`config.mk`:
```
export PLATFORM = sky130hd
export DESIGN_NAME = markup_zone_nesting_tracker_unit_flat
export DESIGN_NICKNAME = d
export VERILOG_FILES = /design/src/mzt_pkg.sv /design/src/mzt_if.sv /design/src/mzt_front.sv /design/src/mzt_queue.sv /design/src/mzt_back.sv /design/src/markup_zone_nesting_tracker_unit.sv /design/src/flat_wrapper.sv
export SDC_FILE = /design/constraint.sdc
export NUM_CORES = 1
export LEC_CHECK = 0
export BUFFER_PORTS_ARGS = -buffer_cell sky130_fd_sc_hd__buf_4
export CORE_MARGIN = 8
export CORE_UTILIZATION = 55
export CTS_CLUSTER_SIZE = 14
export DETAILED_ROUTE_END_ITERATION = 8
export PLACE_DENSITY = 0.72
export SLEW_MARGIN = 10
export SYNTH_ARGS = -nofsm -noshare
export SYNTH_HDL_FRONTEND = slang
export SYNTH_SLANG_ARGS = --single-unit
```
`constraint.sdc`:
```
create_clock -name clk -period 5.6 [get_ports clk]
set_input_delay 0.84 -clock clk [delete_from_list [all_inputs] [get_ports clk]]
set_output_delay 0.84 -clock clk [all_outputs]
set_load 0.01 [all_outputs]
```
`src/mzt_pkg.sv`:
```
// shared types and constants of the markup zone nesting tracker
// no dependencies; imported by the interfaces and every module of the block
package mzt_pkg;

  // field widths fixed by the event format
  localparam int KIND_W = 3;
  localparam int ID_W = 6;
  localparam int ID_COUNT = 2 ** ID_W;

  // event kinds as they arrive on the tag channel
  localparam logic [KIND_W-1:0] KIND_START   = 3'd0;
  localparam logic [KIND_W-1:0] KIND_EMPTY   = 3'd1;
  localparam logic [KIND_W-1:0] KIND_END     = 3'd2;
  localparam logic [KIND_W-1:0] KIND_NOINDEX = 3'd3;

  // operations handed from the front end to the back end
  localparam int OP_W = 3;
  localparam logic [OP_W-1:0] OP_NONE  = 3'd0;
  localparam logic [OP_W-1:0] OP_START = 3'd1;
  localparam logic [OP_W-1:0] OP_EMPTY = 3'd2;
  localparam logic [OP_W-1:0] OP_END   = 3'd3;
  localparam logic [OP_W-1:0] OP_NOIDX = 3'd4;

  // queue between front and back, power of two
  localparam int QUEUE_DEPTH = 4;
  localparam int QUEUE_AW = $clog2(QUEUE_DEPTH);

  // classified event
  typedef struct packed {
    logic [OP_W-1:0] op;
    logic            opens_zone;
    logic [ID_W-1:0] zone_ident;
    logic            noindex_is_close;
  } op_item_t;

  // one result beat
  typedef struct packed {
    logic            event_handled;
    logic            zone_opened;
    logic            zone_closed;
    logic [ID_W-1:0] result_zone;
    logic            is_noindex_zone;
    logic            already_open;
    logic            no_opening_tag;
    logic            stack_overflow;
  } mark_t;

endpackage

```
`src/mzt_if.sv`:
```
// valid/ready channel interfaces for tag events in and zone marks out
// depends on mzt_pkg for field widths
interface mzt_tag_if import mzt_pkg::*; ();
  logic            valid;
  logic            ready;
  logic [KIND_W-1:0] event_kind;
  logic            opens_zone;
  logic [ID_W-1:0] zone_ident;
  logic            noindex_is_close;

  modport source (output valid, event_kind, opens_zone, zone_ident, noindex_is_close,
                  input ready);
  modport sink (input valid, event_kind, opens_zone, zone_ident, noindex_is_close,
                output ready);
endinterface

interface mzt_mark_if import mzt_pkg::*; ();
  logic            valid;
  logic            ready;
  logic            event_handled;
  logic            zone_opened;
  logic            zone_closed;
  logic [ID_W-1:0] result_zone;
  logic            is_noindex_zone;
  logic            already_open;
  logic            no_opening_tag;
  logic            stack_overflow;

  modport source (output valid, event_handled, zone_opened, zone_closed, result_zone,
                  is_noindex_zone, already_open, no_opening_tag, stack_overflow,
                  input ready);
  modport sink (input valid, event_handled, zone_opened, zone_closed, result_zone,
                is_noindex_zone, already_open, no_opening_tag, stack_overflow,
                output ready);
endinterface

```
`src/mzt_front.sv`:
```
// front end: accepts tag event beats and classifies them into operations
// depends on mzt_pkg and mzt_tag_if
module mzt_front import mzt_pkg::*; (
  mzt_tag_if.sink  tags,
  input  logic     marking_enable,
  input  logic     q_ready,
  output logic     q_push,
  output op_item_t q_item
);

  // handshake straight onto the queue
  assign tags.ready = q_ready;
  assign q_push = tags.valid & q_ready;

  // classify the event kind
  always_comb begin
    q_item.opens_zone = tags.opens_zone;
    q_item.zone_ident = tags.zone_ident;
    q_item.noindex_is_close = tags.noindex_is_close;
    unique case (tags.event_kind)
      KIND_START:   q_item.op = OP_START;
      KIND_EMPTY:   q_item.op = OP_EMPTY;
      KIND_END:     q_item.op = OP_END;
      KIND_NOINDEX: q_item.op = marking_enable ? OP_NOIDX : OP_NONE;
      default:      q_item.op = OP_NONE;
    endcase
  end

endmodule

```
`src/mzt_queue.sv`:
```
// short fifo of classified operations between front and back end
// depends on mzt_pkg
module mzt_queue import mzt_pkg::*; (
  input  logic     clk,
  input  logic     rst,
  input  logic     push,
  input  op_item_t push_item,
  output logic     push_ready,
  input  logic     pop,
  output logic     pop_valid,
  output op_item_t pop_item
);

  op_item_t               slots [QUEUE_DEPTH];
  logic [QUEUE_AW-1:0]    wr_ptr;
  logic [QUEUE_AW-1:0]    rd_ptr;
  logic [QUEUE_AW:0]      count;

  assign push_ready = (count != (QUEUE_AW + 1)'(QUEUE_DEPTH));
  assign pop_valid = (count != '0);
  assign pop_item = slots[rd_ptr];

  // storage
  always_ff @(posedge clk) begin
    if (push) begin
      slots[wr_ptr] <= push_item;
    end
  end

  // pointers and fill level
  always_ff @(posedge clk) begin
    if (rst) begin
      wr_ptr <= '0;
      rd_ptr <= '0;
      count <= '0;
    end else begin
      if (push) begin
        wr_ptr <= wr_ptr + QUEUE_AW'(1);
      end
      if (pop) begin
        rd_ptr <= rd_ptr + QUEUE_AW'(1);
      end
      case ({push, pop})
        2'b10:   count <= count + (QUEUE_AW + 1)'(1);
        2'b01:   count <= count - (QUEUE_AW + 1)'(1);
        default: count <= count;
      endcase
    end
  end

endmodule

```
`src/mzt_back.sv`:
```
// back end: zone stack, open-zone bitmap, noindex flag and the result register
// depends on mzt_pkg and mzt_mark_if
module mzt_back import mzt_pkg::*; #(
  parameter int STACK_DEPTH = 32,
  parameter int ZONE_COUNT = 64,
  parameter int COUNT_WIDTH = 16
) (
  input  logic     clk,
  input  logic     rst,
  input  logic     q_valid,
  input  op_item_t q_item,
  output logic     q_pop,
  mzt_mark_if.source marks
);

  localparam int SP_W = $clog2(STACK_DEPTH + 1);
  localparam int AW = $clog2(STACK_DEPTH);
  localparam int BIT_W = $clog2(ZONE_COUNT);

  typedef struct packed {
    logic [ID_W-1:0]        id;
    logic [COUNT_WIDTH-1:0] count;
  } frame_t;

  localparam logic [COUNT_WIDTH-1:0] COUNT_MAX = '1;
  localparam logic [COUNT_WIDTH-1:0] COUNT_ONE = COUNT_WIDTH'(1);
  localparam logic [SP_W-1:0] SP_FULL = SP_W'(STACK_DEPTH);

  // stack state: top frame in registers, frames below it in memory
  frame_t              stack_mem [STACK_DEPTH];
  frame_t              top, top_next;
  frame_t              below;
  logic [SP_W-1:0]     sp, sp_next;
  logic                mem_we;
  logic [AW-1:0]       wr_addr;
  logic [AW-1:0]       rd_addr;

  // zone bitmap and noindex flag
  logic [ZONE_COUNT-1:0] open_bits;
  logic                  bit_we;
  logic                  bit_val;
  logic [BIT_W-1:0]      bit_lut [ID_COUNT];
  logic [BIT_W-1:0]      bit_idx;
  logic                  cur_bit;
  logic                  inside_noindex, inside_noindex_next;

  // result register
  logic  res_valid;
  mark_t res, res_next;
  logic  take;

  // zone id to bitmap bit, folded at elaboration
  for (genvar z = 0; z < ID_COUNT; z++) begin : g_fold
    assign bit_lut[z] = BIT_W'(z % ZONE_COUNT);
  end

  assign take = q_valid & (~res_valid | marks.ready);
  assign q_pop = take;

  // one operation step
  always_comb begin
    logic [ID_W-1:0] zone;
    zone = q_item.zone_ident;
    res_next = '0;
    sp_next = sp;
    top_next = top;
    inside_noindex_next = inside_noindex;
    mem_we = 1'b0;
    bit_we = 1'b0;
    bit_val = 1'b0;
    if (q_item.op == OP_END) begin
      zone = top.id;
    end
    bit_idx = bit_lut[zone];
    cur_bit = open_bits[bit_idx];
    wr_addr = AW'(sp - SP_W'(1));

    if (take) begin
      unique case (q_item.op)
        OP_NOIDX: begin
          res_next.event_handled = 1'b1;
          if (q_item.noindex_is_close && inside_noindex) begin
            res_next.zone_closed = 1'b1;
            res_next.is_noindex_zone = 1'b1;
            inside_noindex_next = 1'b0;
          end else if (!inside_noindex) begin
            res_next.zone_opened = 1'b1;
            res_next.is_noindex_zone = 1'b1;
            inside_noindex_next = 1'b1;
          end
        end
        OP_END: begin
          res_next.event_handled = 1'b1;
          if (sp != '0) begin
            if (top.count <= COUNT_ONE) begin
              // last tag of the top zone closes and pops it
              res_next.zone_closed = 1'b1;
              res_next.result_zone = zone;
              res_next.no_opening_tag = ~cur_bit;
              bit_we = 1'b1;
              sp_next = sp - SP_W'(1);
              top_next = below;
            end else begin
              top_next.count = top.count - COUNT_ONE;
            end
          end
        end
        OP_EMPTY: begin
          res_next.event_handled = 1'b1;
          if (q_item.opens_zone) begin
            // opens and closes at once, bit ends clear
            res_next.zone_opened = 1'b1;
            res_next.zone_closed = 1'b1;
            res_next.result_zone = zone;
            res_next.already_open = cur_bit;
            bit_we = 1'b1;
          end
        end
        OP_START: begin
          res_next.event_handled = 1'b1;
          if (q_item.opens_zone && sp != SP_FULL) begin
            // push: current top goes to memory
            res_next.zone_opened = 1'b1;
            res_next.result_zone = zone;
            res_next.already_open = cur_bit;
            bit_we = 1'b1;
            bit_val = 1'b1;
            mem_we = (sp != '0);
            top_next.id = zone;
            top_next.count = COUNT_ONE;
            sp_next = sp + SP_W'(1);
          end else begin
            // plain start tag or dropped push deepens the top zone
            if (q_item.opens_zone) begin
              res_next.stack_overflow = 1'b1;
              res_next.result_zone = zone;
            end
            if (sp != '0 && top.count != COUNT_MAX) begin
              top_next.count = top.count + COUNT_ONE;
            end
          end
        end
        default: begin
          res_next = '0;
        end
      endcase
    end
    rd_addr = AW'(sp_next - SP_W'(2));
  end

  // stack memory with prefetch of the frame below the top
  always_ff @(posedge clk) begin
    if (mem_we) begin
      stack_mem[wr_addr] <= top;
    end
    if (mem_we && wr_addr == rd_addr) begin
      below <= top;
    end else begin
      below <= stack_mem[rd_addr];
    end
  end

  // top frame payload
  always_ff @(posedge clk) begin
    top <= top_next;
  end

  // control state
  always_ff @(posedge clk) begin
    if (rst) begin
      sp <= '0;
      open_bits <= '0;
      inside_noindex <= 1'b0;
      res_valid <= 1'b0;
    end else begin
      sp <= sp_next;
      inside_noindex <= inside_noindex_next;
      if (bit_we) begin
        open_bits[bit_idx] <= bit_val;
      end
      if (take) begin
        res_valid <= 1'b1;
      end else if (marks.ready) begin
        res_valid <= 1'b0;
      end
    end
  end

  // result beat payload
  always_ff @(posedge clk) begin
    if (take) begin
      res <= res_next;
    end
  end

  assign marks.valid = res_valid;
  assign marks.event_handled = res.event_handled;
  assign marks.zone_opened = res.zone_opened;
  assign marks.zone_closed = res.zone_closed;
  assign marks.result_zone = res.result_zone;
  assign marks.is_noindex_zone = res.is_noindex_zone;
  assign marks.already_open = res.already_open;
  assign marks.no_opening_tag = res.no_opening_tag;
  assign marks.stack_overflow = res.stack_overflow;

  // checks
  a_sp_range: assert property (@(posedge clk) disable iff (rst) sp <= SP_FULL)
    else $error("stack pointer beyond stack depth");

  a_push_grows: assert property (@(posedge clk) disable iff (rst)
    take && q_item.op == OP_START && q_item.opens_zone && sp != SP_FULL
    |=> sp == $past(sp) + SP_W'(1))
    else $error("zone push did not grow the stack");

  a_full_holds: assert property (@(posedge clk) disable iff (rst)
    take && q_item.op == OP_START && q_item.opens_zone && sp == SP_FULL
    |=> sp == SP_FULL)
    else $error("dropped push changed the stack pointer");

  a_noidx_only: assert property (@(posedge clk) disable iff (rst)
    !(take && q_item.op == OP_NOIDX) |=> $stable(inside_noindex))
    else $error("noindex flag moved without a noindex comment");

  a_one_bit: assert property (@(posedge clk) disable iff (rst)
    1'b1 |=> $countones(open_bits ^ $past(open_bits)) <= 1)
    else $error("more than one zone bit changed in a cycle");

endmodule

```
`src/markup_zone_nesting_tracker_unit.sv`:
```
// top level of the markup zone nesting tracker: config register, front, queue, back
// depends on mzt_pkg, mzt_if, mzt_front, mzt_queue and mzt_back
//
// Takes one tag event beat per cycle unless the queue is full or the mark channel stalls
// (the top-of-stack registers are updated for every event), and returns exactly one mark
// beat per event, in order. An accepted beat is classified into a four-entry queue; the
// back end takes it once the result register is free or being read, and presents its
// mark from that register. The top frame lives in registers and the frame below it is
// prefetched from the stack memory through its one read port, so a pop does not wait
// for a memory read. The zone bitmap resets to all clear; the stack memory needs no
// clearing, since only frames below the stack pointer are read. The user must write
// noindex_marking_enable through cfg_wr_en and cfg_wr_data while idle; not enforced.
module markup_zone_nesting_tracker_unit import mzt_pkg::*; #(
  parameter int STACK_DEPTH = 32,
  parameter int ZONE_COUNT = 64,
  parameter int COUNT_WIDTH = 16
) (
  input  logic       clk,
  input  logic       rst,
  input  logic       cfg_wr_en,
  input  logic       cfg_wr_data,
  mzt_tag_if.sink    tags,
  mzt_mark_if.source marks
);

  logic     noindex_marking_enable;
  logic     q_push;
  logic     q_ready;
  logic     q_pop;
  logic     q_valid;
  op_item_t q_in;
  op_item_t q_out;

  // configuration register
  always_ff @(posedge clk) begin
    if (rst) begin
      noindex_marking_enable <= 1'b0;
    end else if (cfg_wr_en) begin
      noindex_marking_enable <= cfg_wr_data;
    end
  end

  mzt_front u_front (
    .tags           (tags),
    .marking_enable (noindex_marking_enable),
    .q_ready        (q_ready),
    .q_push         (q_push),
    .q_item         (q_in)
  );

  mzt_queue u_queue (
    .clk        (clk),
    .rst        (rst),
    .push       (q_push),
    .push_item  (q_in),
    .push_ready (q_ready),
    .pop        (q_pop),
    .pop_valid  (q_valid),
    .pop_item   (q_out)
  );

  mzt_back #(
    .STACK_DEPTH (STACK_DEPTH),
    .ZONE_COUNT  (ZONE_COUNT),
    .COUNT_WIDTH (COUNT_WIDTH)
  ) u_back (
    .clk     (clk),
    .rst     (rst),
    .q_valid (q_valid),
    .q_item  (q_out),
    .q_pop   (q_pop),
    .marks   (marks)
  );

endmodule

```
`src/flat_wrapper.sv`:
```
// flat-port wrapper written by rule: the top's interface ports become plain ports
module markup_zone_nesting_tracker_unit_flat import mzt_pkg::*;
#(
  parameter int STACK_DEPTH = 32,
  parameter int ZONE_COUNT = 64,
  parameter int COUNT_WIDTH = 16
)
  (clk, rst, cfg_wr_en, cfg_wr_data, tags_valid, tags_event_kind, tags_opens_zone, tags_zone_ident, tags_noindex_is_close, tags_ready, marks_valid, marks_event_handled, marks_zone_opened, marks_zone_closed, marks_result_zone, marks_is_noindex_zone, marks_already_open, marks_no_opening_tag, marks_stack_overflow, marks_ready);
  mzt_tag_if tags_i ();
  mzt_mark_if marks_i ();
  input  logic clk;
  input  logic rst;
  input  logic cfg_wr_en;
  input  logic cfg_wr_data;
  input wire logic [$bits(tags_i.valid)-1:0] tags_valid;
  input wire logic [$bits(tags_i.event_kind)-1:0] tags_event_kind;
  input wire logic [$bits(tags_i.opens_zone)-1:0] tags_opens_zone;
  input wire logic [$bits(tags_i.zone_ident)-1:0] tags_zone_ident;
  input wire logic [$bits(tags_i.noindex_is_close)-1:0] tags_noindex_is_close;
  output wire logic [$bits(tags_i.ready)-1:0] tags_ready;
  output wire logic [$bits(marks_i.valid)-1:0] marks_valid;
  output wire logic [$bits(marks_i.event_handled)-1:0] marks_event_handled;
  output wire logic [$bits(marks_i.zone_opened)-1:0] marks_zone_opened;
  output wire logic [$bits(marks_i.zone_closed)-1:0] marks_zone_closed;
  output wire logic [$bits(marks_i.result_zone)-1:0] marks_result_zone;
  output wire logic [$bits(marks_i.is_noindex_zone)-1:0] marks_is_noindex_zone;
  output wire logic [$bits(marks_i.already_open)-1:0] marks_already_open;
  output wire logic [$bits(marks_i.no_opening_tag)-1:0] marks_no_opening_tag;
  output wire logic [$bits(marks_i.stack_overflow)-1:0] marks_stack_overflow;
  input wire logic [$bits(marks_i.ready)-1:0] marks_ready;
  assign tags_i.valid = tags_valid;
  assign tags_i.event_kind = tags_event_kind;
  assign tags_i.opens_zone = tags_opens_zone;
  assign tags_i.zone_ident = tags_zone_ident;
  assign tags_i.noindex_is_close = tags_noindex_is_close;
  assign tags_ready = tags_i.ready;
  assign marks_valid = marks_i.valid;
  assign marks_event_handled = marks_i.event_handled;
  assign marks_zone_opened = marks_i.zone_opened;
  assign marks_zone_closed = marks_i.zone_closed;
  assign marks_result_zone = marks_i.result_zone;
  assign marks_is_noindex_zone = marks_i.is_noindex_zone;
  assign marks_already_open = marks_i.already_open;
  assign marks_no_opening_tag = marks_i.no_opening_tag;
  assign marks_stack_overflow = marks_i.stack_overflow;
  assign marks_i.ready = marks_ready;
  markup_zone_nesting_tracker_unit #(.STACK_DEPTH(STACK_DEPTH), .ZONE_COUNT(ZONE_COUNT), .COUNT_WIDTH(COUNT_WIDTH)) u_core (.clk(clk), .rst(rst), .cfg_wr_en(cfg_wr_en), .cfg_wr_data(cfg_wr_data), .tags(tags_i), .marks(marks_i));
endmodule
```
# Word-level counts from Yosys, hierarchy flattened

Memories as Yosys holds them, arrays and structs flattened. A register that Yosys moved wholly into a read port is not among the register bits.
Index checks and enable logic that the tools add are counted.

Add/subtract/negate cells: 9
$mul: 0
Divide/modulo/power cells: 0
$lt $le $gt $ge: 4
Eq/ne operators: 16
Shifts and indexed selects: 0
Multiplexer cells: 59
Bitwise operators: 7
Reduce and logical (&&, ||, !) cells: 16

Operators by type and width:

| cell                    | number |
|---|---|
| $mux W6                 | 11 |
| $bwmux W64              | 1 |
| $mux W16                | 3 |
| $pmux W22 S2            | 1 |
| $mux W1                 | 26 |
| $mux W22                | 1 |
| $pmux W6 S3             | 1 |
| $add A16 B1 Y16 const B | 1 |
| $le A16 B1 Y1 const B   | 1 |
| $ne A16 B16 Y1 const B  | 1 |
| $sub A16 B1 Y16 const B | 1 |
| $mux W7                 | 2 |
| $eq A3 B2 Y1 const B    | 4 |
| $pmux W3 S4             | 1 |
| $pmux W6 S2             | 1 |
| $pmux W1 S3             | 3 |
| $mux W8                 | 1 |
| $ge A7 B7 Y1 const B    | 1 |
| $lt A6 B7 Y1 const B    | 1 |
| $not A6 Y7              | 1 |
| $add A6 B1 Y6 const B   | 1 |
| $bmux W1 S6             | 1 |
| $demux W1 S6            | 1 |
| $eq A3 B1 Y1 const B    | 2 |
| 31 further kinds        | 43 |

Register bits: 115
Bits in latches: 0
RAM bits: 748
ROM bits: 384
Output and inout port bits: 15
Memories: 3

Memories:

| name                    | words | bits a word | read ports | clocked after Yosys merged registers in | write ports | line            | text |
|---|---|---|---|---|---|---|---|
| u_core.u_back.stack_mem | 32    | 22          | 1          | 1                                       | 1           | mzt_back.sv:30  | `frame_t stack_mem [STACK_DEPTH];` |
| (name not given)        | 64    | 6           | 1          | 0                                       | 0           | mzt_back.sv:74  | `bit_idx = bit_lut[zone];` |
| u_core.u_queue.slots    | 4     | 11          | 1          | 1                                       | 1           | mzt_queue.sv:14 | `op_item_t slots [QUEUE_DEPTH];` |

# Depth between registers and ports, before layout

Gate-level depths: netlist of run 1.

Word-level depth: 11
Mapped depth: 13

# Cells and area by module

Synthesis of run 1 repeated with hierarchy kept, for this count alone.

Cell total of the unflattened synthesis: 1,960
Area total of the unflattened synthesis: 35,680.5 µm²

Modules (own cells, without submodules):

| module                           | instances | cells each | area an instance (µm²) | seq. area each (µm²) |
|---|---|---|---|---|
| mzt_back                         | 1         | 1,839      | 33,523.4               | 23,732.8 |
| mzt_queue                        | 1         | 104        | 2,023.2                | 1,501.4 |
| mzt_front                        | 1         | 14         | 100.1                  | 0.0 |
| markup_zone_nesting_tracker_unit | 1         | 3          | 33.8                   | 20.0 |

# Worst setup path after synthesis of run 1

No wires, ideal clock.

Path kind: flip-flop to flip-flop
Start: reg with a tool-made name
End: mem u_core.u_back.stack_mem[3][0] (netlist bit) (enable)
Arrival: 4,422 ps
Required time: 5,143 ps
Path slack: 721 ps
Cell stages (with the launch flop): 8
Path buffers: 2
Period minus slack after synthesis: 4,879 ps
Path through: dfxtp_1 > mux4_2 > buf_4 > or3b_1 > buf_2 > nor4_4 > nand2_1 > nor4_1

RTL lines:

| what          | line |
|---|---|
| end, declared | mzt_back.sv:30 |

==> flow_summary.json, run 1 <==
{
  "outcome": "completed",
  "synth.distinct_cells": 76,
  "power.total_mw": 16.4,
  "root_buffer": "clkbuf_16",
  "drtIter0Drc": 2074,
  "num_antenna_cells": 0,
  "vias": 19300,
  "hold_path.startpoint": "tags_zone_ident[1]",
  "ys_async_sr_fraction_pct": 0,
  "crit_path_top_delay_cell": "dfxtp_1",
  "vdd_drop_max_v": 0.000336,
  "r2r_end": "u_core.u_back.marks.no_opening_tag",
  "rrSetupSlack_ns": 1.39,
  "holdPathStages": 1,
  "synthesis.nets": 2066,
  "clock_sinks": 870,
  "io_buffers": 31,
  "via_per_inst": 6.39,
  "start_kind": "flip-flop",
  "synth_ff_type": "edfxtp_1",
  "grt_pass1_wl_um": 123000,
  "grt_usage_pct": 22.0,
  "min_period_ns": 4.21,
  "holdPathEnd": "u_core.u_queue.slots[0][2]",
  "final_max_slew_viol_count": 0,
  "stdcell_area_um2": 40200,
  "netlist_instances": 2033,
  "post_drt_wl_per_cell_um": 27.1,
  "synth_edf_count": 783,
  "rsz0062_at_grt": "false",
  "area_growth_pct": 12.0,
  "layout-drive-gt1-share_pct": 24.3,
  "cts_hold_buffers": 0,
  "start_util_pct": 55.6,
  "n_fill_cell": 4542,
  "maxCapViolCount": 0,
  "cts_resized": 0,
  "boundaryPins": 32,
  "final-setup-viol-count": 0,
  "nNetsFinal": 2131,
  "clock_path_buffers": 3,
  "worstPathRequired_ns": 5.98,
  "max_stage_delay_ns": 0.82,
  "path_buf_inv": 0,
  "crit_fanout": 22,
  "layout_common_cells": "edfxtp_1 (783), mux4_2 (232), nand2_1 (113)",
  "reg2reg_depth": 8,
  "slew_headroom_pct": 22.2,
  "end_kind": "flip-flop",
  "worstPathCellList": "mux4_2, nand3b_4, mux2i_1, nand2b_1, a31oi_1, a22oi_1, nand4_1, nor2_1",
  "yosysWarnings": 0,
  "hpwl_um": 47600,
  "ys_seq_area_share_pct": 70.5,
  "cts_tree": "done",
  "place_congestion": 0.921,
  "max_clock_freq_mhz": 238,
  "path_clk_slew_ns": 0.07,
  "core-area_um2": 64500,
  "drc": 0,
  "drt_wl_total_um": 82000,
  "worst-endpoint-arrival_ns": 4.59,
  "postCtsSetupBuffers": 0,
  "grt_max_degree": 82,
  "tns_ns": 0,
  "hp-class": "primary input to flip-flop",
  "clk_latency_ns": 0.64,
  "die_w_um": 271,
  "p_leak_nw": 12.8,
  "grt_overflow": 0,
  "worst_pin_slew_ns": 1.17,
  "power_density_nw_per_um2": 407,
  "layout_commonest_cell": "edfxtp_1",
  "dieArea_um2": 73600,
  "htree_levels": 3,
  "syn_area_um2": 35800,
  "grt_pass1_vias": 19600,
  "first_pass_iters": 6,
  "cts_buffers": 88,
  "fin_worst_skew_ns": 0.0174,
  "place_area_um2": 37300,
  "chipHeight_um": 271,
  "rows": 93,
  "hold_ws_ns": 0.408,
  "criticalPathCategory": "flip-flop to flip-flop",
  "hold_viol": 0,
  "antenna_found_initial": 0,
  "crit_family": "multiplexers",
  "syn_avg_cell_area_um2": 17.6,
  "post-route-period-util_pct": 75.1,
  "drtAntennaViolNets": 0,
  "ys_ff_latch": 870
}
## sequential cells by signal, summed over array words and instances (netlist names), 2 cells and up, named ones only
| name | flops |
|---|---|
| u_core.u_queue.slots | 44 |
| u_core.u_back.top | 22 |
| u_core.u_queue.wr_ptr | 2 |
| u_core.u_queue.rd_ptr | 2 |
| u_core.u_back.open_bits | 64 |
| u_core.u_back.stack_mem | 704 |
| u_core.u_queue.count | 3 |
| u_core.u_back.sp | 6 |
| u_core.u_back.marks.result_zone | 6 |
## area by class of cell
class	instances	area, um2	area share [%]
Multi-Input combinational cell	1008	10000	24.9
Clock buffer	115	2330	5.81
Inverter	23	86.3	0.215
Clock inverter	46	529	1.32
Sequential cell	870	25300	62.9
Tap cell	855	1070	2.66
Timing Repair Buffer	107	853	2.13
## how the worst max path moves through the flow
stage	to	slack, ns	depth (start not counted)
after floorplan	u_core.u_back.stack_mem[3][0]	0.72	7
final	u_core.u_back.marks.no_opening_tag	1.39	8
after detailed placement	u_core.u_back.marks.no_opening_tag	1.43	8
after CTS	u_core.u_back.marks.no_opening_tag	1.43	8
after global routing	u_core.u_back.marks.no_opening_tag	1.03	8
after global placement	u_core.u_back.marks.no_opening_tag	1.53	8
## metal layers
| layer | global-route usage [%] | part of all wire (%) |
|---|---|---|
| met2 | 36.9 | 50 |
| met4 | 6.52 | 2.6 |
| met3 | 3.43 | 6.7 |
| met1 | 29.9 | 40 |
| met5 | 0 | 0 |
## worst reg2reg max path, stage by stage (launching register included)
cell,delay [ns]
dfxtp_1,0.82
mux4_2,0.74
nand3b_4,0.42
mux2i_1,0.78
nand2b_1,0.54
a31oi_1,0.29
a22oi_1,0.12
nand4_1,0.19
nor2_1,0.06
## synthesized netlist by cell type (23+ instances only)
cell type | instances | area [um2]
buf_2 | 37 | 185
nand4_1 | 29 | 181
dfxtp_1 | 87 | 1740
nand2_1 | 113 | 424
mux4_2 | 232 | 5230
mux2i_1 | 37 | 370
buf_1 | 23 | 86.3
a21oi_1 | 90 | 450
edfxtp_1 | 783 | 23500
nor2_1 | 100 | 375
nand3_1 | 63 | 315
clkbuf_1 | 65 | 244
o21ai_0 | 84 | 420
## through the flow
stage	cells	util [%]	setup WS [ns]
finish	3024	62.3	1.39
global route	3024	62.3	1.03
CTS	3024	62.3	1.43
detailed placement	2863	57.8	1.43
global placement	2863	57.8	1.53
floorplan	2033	-	0.721
## report_power, final
group	total [mW]	switching, mW	internal (mW)
Combinational	2.84	1.83	1.02
Sequential	7.67	0.175	7.50
Clock	5.84	2.42	3.42
Total	16.4	4.43	11.9
## logic make-up (layout without fill, tap and decap cells)
kind of cell             after synthesis  after routing  share of synthesized area, %
multiplexers                         283            283                          16.1
AO/OA/AOI/OAI                        253            253                          4.21
AND/OR/NAND/NOR                      416            416                          5.85
flip-flops                           870            870                          70.5
adder cells (fa/ha/maj)               16             16                         0.579
buffers and inverters                155            291                          1.87
XOR/XNOR                              40             40                         0.977
Note: power is estimated with default switching activity, not from simulation.
==> inputs of run 2 (changes only) <==
==> constraint.sdc (replaced) <==
create_clock -name clk -period 4.4 [get_ports clk]
set_input_delay 0.66 -clock clk [delete_from_list [all_inputs] [get_ports clk]]
set_output_delay 0.66 -clock clk [all_outputs]
set_load 0.01 [all_outputs]
==> flow_summary.json, run 2 (synthesis gave the netlist of run 1 again) <==
{
  "criticalPathCategory": "flip-flop to flip-flop",
  "layout-drive-gt1-share_pct": 25.4,
  "top_register": "u_core.u_back.stack_mem",
  "core-area_um2": 64500,
  "worst_pin_slew_ns": 1.09,
  "vdd_drop_max_v": 0.000518,
  "worstPathCellList": "or4_1, nor4_2, and4_1, a21o_2, nand4_1, o21ai_0, a21oi_1",
  "post_drt_wl_per_cell_um": 27.4,
  "finalWorstSetupSlack_ns": 0.632,
  "chipHeight_um": 271,
  "cts_resized": 0,
  "path_buf_inv": 0,
  "cts_tree": "done",
  "grt_pass1_wl_um": 125000,
  "post-route-period-util_pct": 85.6,
  "clock_path_buffers": 3,
  "grt_usage_pct": 22.5,
  "stdcell_area_um2": 40400,
  "rsz0062_at_grt": "false",
  "maxCapViolCount": 0,
  "boundaryPins": 32,
  "clock_sinks": 870,
  "antenna_found_initial": 0,
  "postCtsSetupBuffers": 0,
  "die_w_um": 271,
  "finish.utilization_pct": 62.7,
  "place_ws_ns": 0.657,
  "end_kind": "flip-flop",
  "start_util_pct": 55.6,
  "p_leak_nw": 12.9,
  "io_buffers": 31,
  "fin_worst_skew_ns": 0.0399,
  "slew_headroom_pct": 27.3,
  "max_clock_freq_mhz": 265,
  "top_regs": "u_core.u_back.stack_mem: 704 flops, u_core.u_back.open_bits: 64 flops, u_core.u_queue.slots: 44 flops",
  "drt_wl_total_um": 83600,
  "hpwl_um": 48900,
  "htree_levels": 3,
  "place_congestion": 0.905,
  "worstPathRequired_ns": 4.88,
  "grt_pass1_vias": 19700,
  "final_max_slew_viol_count": 0,
  "worst-endpoint-arrival_ns": 4.25,
  "cts_hold_buffers": 0,
  "place_area_um2": 37500,
  "start_kind": "flip-flop",
  "rows": 93,
  "via_per_inst": 6.38,
  "layout_commonest_cell": "edfxtp_1",
  "drtAntennaViolNets": 0,
  "first_pass_iters": 6,
  "largest_reg_flops": 704,
  "dp.cells": 2886,
  "layout_common_cells": "edfxtp_1 (783), mux4_2 (232), buf_4 (124)",
  "clk_latency_ns": 0.66,
  "crit_fanout": 16,
  "cts_buffers": 88,
  "hold_ws_ns": 0.202,
  "grt_overflow": 0,
  "crit_path_top_delay_cell": "or4_1",
  "drtIter0Drc": 2309,
  "dieArea_um2": 73600,
  "crit_family": "simple AND/OR/NAND/NOR gates",
  "drc": 0,
  "vias": 19400,
  "power_density_nw_per_um2": 519,
  "root_buffer": "clkbuf_16",
  "grt_max_degree": 82,
  "final_cells": 3050,
  "nNetsFinal": 2154,
  "hp-class": "primary input to flip-flop",
  "hold_viol": 0,
  "outcome": "completed",
  "min_period_ns": 3.77,
  "area_growth_pct": 12.8,
  "final-setup-viol-count": 0,
  "max_stage_delay_ns": 0.72,
  "path_clk_slew_ns": 0.06,
  "num_antenna_cells": 0,
  "power.total_mw": 21.0,
  "tns_ns": 0
}
==> run 2: final timing paths <==
check,start,cells past startpoint,slack (ns),to
worst min register to register,u_core.u_back.open_bits[5],2,0.46,u_core.u_back.open_bits[5]
worst max-delay path,u_core.u_back.top[12],7,0.63,u_core.u_back.open_bits[56]
worst max register to register,u_core.u_back.top[12],7,0.63,u_core.u_back.open_bits[56]
worst min-delay path,tags_zone_ident[1],1,0.20,u_core.u_queue.slots[1][2]
==> run 2: area by class of cell <==
cell class / instances / area, um2
clock inverter: 54 / 572
fill: 4488 / 24000
sequential: 870 / 25300
timing repair buffer: 130 / 1050
multi-input combinational: 1008 / 10000
clock buffer: 110 / 2360
tap: 855 / 1070
inverter: 23 / 86.3
==> run 2: per-layer routing <==
metal | track usage (%) | share of wire [%] | vias up
met2 | 37.7 | 50 | 918
met5 | 0 | 0 | -
met3 | 3.66 | 7.6 | 144
li1 | - | - | 8366
met4 | 7.36 | 2.9 | 0
met1 | 30.1 | 39 | 10000
==> run 2: power breakdown <==
part / internal (mW) / switching (mW) / total (mW)
combinational: 1.38 / 2.37 / 3.75
clock: 4.31 / 3.18 / 7.49
sequential: 9.54 / 0.192 / 9.74
